[src/rtl/core/ddtf_pkg.sv]
package ddtf_pkg;

    localparam int ANG_WIDTH    = 19;
    localparam int ANG_FRAC     = 30;
    localparam int ETH_W        = ANG_WIDTH + 2;
    localparam int CORDIC_ITERS = 24;
    localparam int CORDIC_W     = 34;
    localparam int NUM_GAINS    = 6;
    localparam int REG_IDX_W    = 3;

    localparam logic signed [CORDIC_W-1:0] CORDIC_K = 34'sd652032874;
    localparam longint PI_A      = 64'sd3373259426;
    localparam longint HALF_PI_A = 64'sd1686629713;

    typedef enum logic [REG_IDX_W-1:0] {
        REG_GAIN_V_EX  = 3'd0,
        REG_GAIN_V_EY  = 3'd1,
        REG_GAIN_V_ETH = 3'd2,
        REG_GAIN_W_EX  = 3'd3,
        REG_GAIN_W_EY  = 3'd4,
        REG_GAIN_W_ETH = 3'd5,
        REG_HALF_TRACK = 3'd6
    } t_reg_idx;

    typedef struct packed {
        logic full;
        logic empty;
    } t_q_status;

    // Arctangent of 2^-i in Q.30.
    function automatic logic [ANG_FRAC-1:0] atan_val(input logic [4:0] idx);
        logic [ANG_FRAC-1:0] v;
        case (idx)
            5'd0:    v = 30'd843314857;
            5'd1:    v = 30'd497837829;
            5'd2:    v = 30'd263043837;
            5'd3:    v = 30'd133525159;
            5'd4:    v = 30'd67021687;
            5'd5:    v = 30'd33543516;
            5'd6:    v = 30'd16775851;
            5'd7:    v = 30'd8388437;
            5'd8:    v = 30'd4194283;
            5'd9:    v = 30'd2097149;
            5'd10:   v = 30'd1048576;
            5'd11:   v = 30'd524288;
            5'd12:   v = 30'd262144;
            5'd13:   v = 30'd131072;
            5'd14:   v = 30'd65536;
            5'd15:   v = 30'd32768;
            5'd16:   v = 30'd16384;
            5'd17:   v = 30'd8192;
            5'd18:   v = 30'd4096;
            5'd19:   v = 30'd2048;
            5'd20:   v = 30'd1024;
            5'd21:   v = 30'd512;
            5'd22:   v = 30'd256;
            5'd23:   v = 30'd128;
            default: v = '0;
        endcase
        return v;
    endfunction

endpackage

[src/rtl/core/ddtf_queue.sv]
module ddtf_queue #(
    parameter int W = 8
) (
    input  logic                 i_clk,
    input  logic                 i_rst_n,
    input  logic                 i_push,
    input  logic [W-1:0]         i_push_data,
    input  logic                 i_pop,
    output logic [W-1:0]         o_data,
    output ddtf_pkg::t_q_status  o_status
);

    localparam int DEPTH = 4;
    localparam int PTR_W = $clog2(DEPTH);

    logic [W-1:0]     r_mem [DEPTH];
    logic [PTR_W-1:0] r_wr_ptr;
    logic [PTR_W-1:0] r_rd_ptr;
    logic [PTR_W:0]   r_count;

    always_ff @(posedge i_clk) begin
        if (!i_rst_n) begin
            r_wr_ptr <= '0;
            r_rd_ptr <= '0;
            r_count  <= '0;
        end else begin
            if (i_push) begin
                r_wr_ptr <= r_wr_ptr + 1'b1;
            end
            if (i_pop) begin
                r_rd_ptr <= r_rd_ptr + 1'b1;
            end
            if (i_push && !i_pop) begin
                r_count <= r_count + 1'b1;
            end else if (i_pop && !i_push) begin
                r_count <= r_count - 1'b1;
            end
        end
    end

    always_ff @(posedge i_clk) begin
        if (i_push) begin
            r_mem[r_wr_ptr] <= i_push_data;
        end
    end

    assign o_data         = r_mem[r_rd_ptr];
    assign o_status.full  = (r_count == (PTR_W+1)'(DEPTH));
    assign o_status.empty = (r_count == '0);

endmodule

[config.mk]
export PLATFORM = sky130hd
export DESIGN_NAME = ddtf_queue
export DESIGN_NICKNAME = d
export VERILOG_FILES = /design/src/rtl/core/ddtf_pkg.sv /design/src/rtl/core/ddtf_queue.sv
export SDC_FILE = /design/constraint.sdc
export NUM_CORES = 1
export LEC_CHECK = 0
export BUFFER_PORTS_ARGS = -buffer_cell sky130_fd_sc_hd__buf_2
export CORE_UTILIZATION = 53
export DETAILED_ROUTE_END_ITERATION = 6
export PLACE_DENSITY = 0.74
export SLEW_MARGIN = 10
export SYNTH_ARGS = -nofsm -noshare
export SYNTH_HDL_FRONTEND = slang
export SYNTH_SLANG_ARGS = --single-unit
[constraint.sdc]
create_clock -name i_clk -period 1.7 [get_ports i_clk]
set_input_delay 0.17 -clock i_clk [delete_from_list [all_inputs] [get_ports i_clk]]
set_output_delay 0.17 -clock i_clk [all_outputs]
set_load 0.005 [all_outputs]
# Yosys cells after proc, flatten, opt, wreduce, memory -nomap -nowiden

Memories as Yosys holds them, arrays and structs flattened. A register that Yosys moved wholly into a read port is not among the register bits.
Cells that the tools add are included.

Register bits after elaboration: 7
Bits in latches: 0
Bits in writable memories: 32
Bits in read-only memories: 0
Input port bits: 12
Output and inout port bits: 10
Word-level logic and storage cells: 21
Memories: 1

Add/subtract/negate cells: 4
Multipliers: 0
Div/mod/pow operators: 0
Magnitude comparators: 0
Equality and inequality tests: 1
Shift operators: 0
Multiplexer cells: 6
Bitwise gates (word level): 0
Reductions and logical operators: 6

Memory list:

| memory | words | bits a word | read ports | clocked after Yosys merged registers in | write ports | line             | RTL |
|---|---|---|---|---|---|---|---|
| r_mem  | 4     | 8           | 1          | 1                                       | 1           | ddtf_queue.sv:16 | `logic [W-1:0] r_mem [DEPTH];` |

Operators with widths:

| operator                                                           | count |
|---|---|
| 3-bit 2-to-1 mux                                                   | 2 |
| 2-bit by 1-bit adder with 2-bit output, second input constant      | 2 |
| 2-bit 2-to-1 mux                                                   | 2 |
| 3-bit by 1-bit adder with 3-bit output, second input constant      | 1 |
| 3-bit == test, second input constant                               | 1 |
| 3-bit zero test                                                    | 1 |
| 3-bit by 1-bit subtractor with 3-bit output, second input constant | 1 |
| 1-bit logical AND                                                  | 2 |
| 1-bit zero test                                                    | 2 |
| 1-bit 2-to-1 mux                                                   | 2 |
| 2-bit nonzero test                                                 | 1 |

# Longest topological paths before layout

Word-level depth: 4
Depth in mapped cells: 7
Gate-level depth less buffers: 7

# Least setup slack after synthesis

Ideal clock, no wire load.

Path type: input to register
From: in i_pop
To: reg r_count[2]
Library setup time: 0.070 ns
Data arrival time: 1.360 ns
Required time: 1.630 ns
Path slack: 0.270 ns
Stages on the path: 7
Path buffers: 0
Path through: inv_1 > ha_1 > inv_1 > fa_1 > xor2_1 > or3_1 > a21boi_1

Word-level cells in the longest chain between the ends: 3
Elaborated cells between the ends (all ways): 5
Those cells by class: mux (1); reduce/logical (4)

Ends and longest elaborated chain:

| item                                                   | line             | RTL |
|---|---|---|
| start: declaration                                     | ddtf_queue.sv:8  | `input logic i_pop,` |
| 1-bit zero test                                        | ddtf_queue.sv:33 | `if (i_push && !i_pop) begin` |
| 1-bit logical AND                                      | ddtf_queue.sv:33 |  |
| 3-bit 2-to-1 mux or 2-bit nonzero test (tied branches) | n/a              |  |
| end signal: assignment                                 | ddtf_queue.sv:34 | `r_count <= r_count + 1'b1;` |
| end signal: assignment                                 | ddtf_queue.sv:36 | `r_count <= r_count - 1'b1;` |
| end: declaration                                       | ddtf_queue.sv:19 | `logic [PTR_W:0] r_count;` |

Several ways; a longest one is shown, not always the timed one.
A chain may end at the register's enable or synchronous reset.

==> flow_summary_export.csv <==
group,metric,value,unit
run_status,status,"complete, no violations",
synthesis,synth_most_common_cell,"edfxtp_1",
cts,clk_latency,0.34,ns
timing,finalSetupTns,0,ns
critical_path,crit_arrival,1.48,ns
cts,cts_root_buffer,"clkbuf_4",
route,routedWlPerCell,16.8,um
critical_path,required,1.53,ns
cts,ctsResizeCount,1,
synthesis,synth_cell_types,19,
timing,slew_viol_final,0,
power_and_ir_drop,ir_drop,0.671,mV
timing,whs,0.0320,ns
synthesis,yosys.area.top_type,"edfxtp_1",
die,top_level_ports,22,
timing,hold_viol,0,
final_layout,drive_gt1_frac,0.345,
critical_path,slowest_delay,0.50,ns
route,vias_per_cell,5.44,
cts,htreeDepth,2,
cts,cts_setup_buffers,0,
timing,fmax,605,MHz
power_and_ir_drop,power.leakage,0.000689,uW
synthesis,synth_top_family_by_area,"multiplexers",
die,rows,19,
cts,clkTransAtPathRegs,0.12,ns
global_routing,grt_pass1_wl,3910,um
cts,cts_tree,"built",
critical_path,cp_slowest_cell,"mux4_2",
final_layout,fin_util,0.661,
route,drc,0,
synthesis,netlist.area_leader.share,0.600,
synthesis,synthMuxAreaShare,0.125,
final_layout,syn2layout_area_growth,15.7,%
timing,period_needed,1.65,ns
synthesis,synthXorXnorAreaFrac,0.0273,
global_routing,grt_remaining_overflow,0,
power_and_ir_drop,p_per_area,1190,mW/mm^2
synthesis,postSynthCellCount,85,
synthesis,yosysSeqAreaShare,0.712,
timing,max_slew_margin,0.694,
synthesis,syn_area_per_cell,18.9,um^2
die,die_area,0.00325,mm^2
timing,finalSetupViolCount,0,
final_layout,final_cell_count_no_fill,144,
synthesis,synth_ff_type,"edfxtp_1",
cts,clock-sinks,41,
placement,io_buffer_count,21,
global_routing,antenna_found_initial,0,
route,vias,784,
timing,finClkSkew,0.0106,ns
synthesis,synth_common_cells,"32 x edfxtp_1, 9 x and2_1, 9 x dfxtp_1",
final_layout,multiInputGateArea,430,um^2
synthesis,syn-num-nets,103,
timing,worst_slew_pin_slew,0.460,ns
global_routing,grt_pass1_vias,812,
critical_path,crit_type,"reg2out",
critical_path,path_cells,"buf_12 > mux4_2 > buf_2",
global_routing,grt_usage,0.173,
power_and_ir_drop,finalPower,2200,uW
route,wl,2420,um
synthesis,synth_fa_ha_area_frac,0.0515,
synthesis,synth_area_leaders,"edfxtp_1 60%, dfxtp_1 11%, mux4_2 11%",
synthesis,synth_simple_gate_area_frac,0.0570,
global_routing,grt_max_degree,14,
die,die_h,57.0,um
synthesis,synth-async-reset-ratio,0,
min_path,hold_class,"in2reg",
die,initial_utilization,0.571,
synthesis,yosys_warnings,0,
synthesis,synth_compound_area_frac,0.00781,
final_layout,fillerInstances,205,
flow_run,cap_violations,0,
synthesis,synth_edf_count,32,
route,drt-initial-drc-count,23,
critical_path,critPathMaxFanout,8,
critical_path,end_kind,"output pin",
final_layout,nets,130,
placement,place_inst,136,
placement,routabilityCongestion,0.756,
final_layout,antenna_cells,0,
route,dr.pass1.iters,4,
cts,cts_hold_buf,0,
timing,min_period_over_period,0.973,
die,core,0.00281,mm^2
die,die_w,57.0,um
synthesis,synth.cell_area,0.00160,mm^2
synthesis,ys_ff_latch,41,
cts,cts_buffers,5,
final_layout,seqCellArea,0.00114,mm^2
cts,ctsLongestPathBuffers,2,
critical_path,setup.worst_path.start_class,"flop",
route,drtAntennaViolNets,0,
-- per-layer routing --
layer | global-route usage | share of wire | up-vias
met3 | 0.0431 | 0.037 | 5
met4 | 0.105 | 0.019 | 0
met1 | 0.200 | 0.44 | 390
li1 | - | - | 372
met2 | 0.291 | 0.50 | 17
met5 | 0 | 0 | -
-- registers in the layout, indices dropped and copies added (netlist names), named ones only --
| name | count |
|---|---|
| r_mem | 32 |
| r_count | 3 |
| r_rd_ptr | 2 |
| r_wr_ptr | 2 |
-- metrics by stage --
stage          worst slack [ns]  instance area [um^2]
5_1_grt               -0.000986                  1850
3_3_place_gp              0.109                  1740
4_1_cts                  0.0123                  1840
6_report                 0.0461                  1850
2_1_floorplan             0.270                  1600
3_5_place_dp             0.0750                  1740
-- report_power, final --
part           internal (uW)  switching, uW  leakage, uW
clock                    455            313    0.0000552
sequential              1140           42.2     0.000369
combinational            135            109     0.000265
-- worst max-delay path, delay by kind of cell (launching register included) --
kind     cells  cell delay (ns)
mux          1             0.50
flops        1             0.36
buf+inv      2             0.28
-- cells in the final DEF (no fill, tap or decap) --
cell type / Yosys / final
edfxtp_1: 32 / 32
buf_2: 0 / 21
and2_1: 9 / 9
mux4_2: 8 / 8
dfxtp_1: 9 / 8
ha_1: 5 / 5
clkbuf_4: 0 / 5
inv_1: 4 / 4
xor2_1: 3 / 3
xnor2_1: 2 / 2
mux2i_1: 2 / 2
nor2b_1: 2 / 2
bufinv_16: 0 / 2
nor3_1: 1 / 1
nor3b_1: 1 / 1
nand2_1: 1 / 1
o21ai_0: 1 / 1
or3_1: 1 / 1
a21boi_1: 1 / 1
fa_1: 1 / 1
dfxtp_2: 0 / 1
clkinv_2: 0 / 1
buf_12: 0 / 1
-- area by class of cell --
class                   count  area share
inverters                   4     0.00810
flip-flops and latches     41       0.616
clock inverters             3      0.0351
clock buffers               5      0.0202
multi-input cells          38       0.232
well taps                  31      0.0209
repair buffers             22      0.0675
-- kinds of logic (layout without fill, tap and decap cells) --
group                      count (synthesis)  in the layout
AOI/OAI and AO/OA                          2              2
xor gates and xnor gates                   5              5
adders and majority gates                  6              6
buffers and inverters                      6             34
DFF                                       41             41
muxes                                     10             10
and+or+nand+nor                           15             15
-- worst paths after layout --
kind / to / depth (start not counted) / from / slack, ns
setup / recovery: o_data[3] / 3 / flop / 0.05
hold / removal: r_mem[0][0] / 1 / i_push_data[0] / 0.03
setup reg to reg: r_count[2] / 4 / r_count[0] / 0.19
hold reg to reg: r_count[2] / 2 / r_count[2] / 0.54
(Power assumes the default switching activity.)
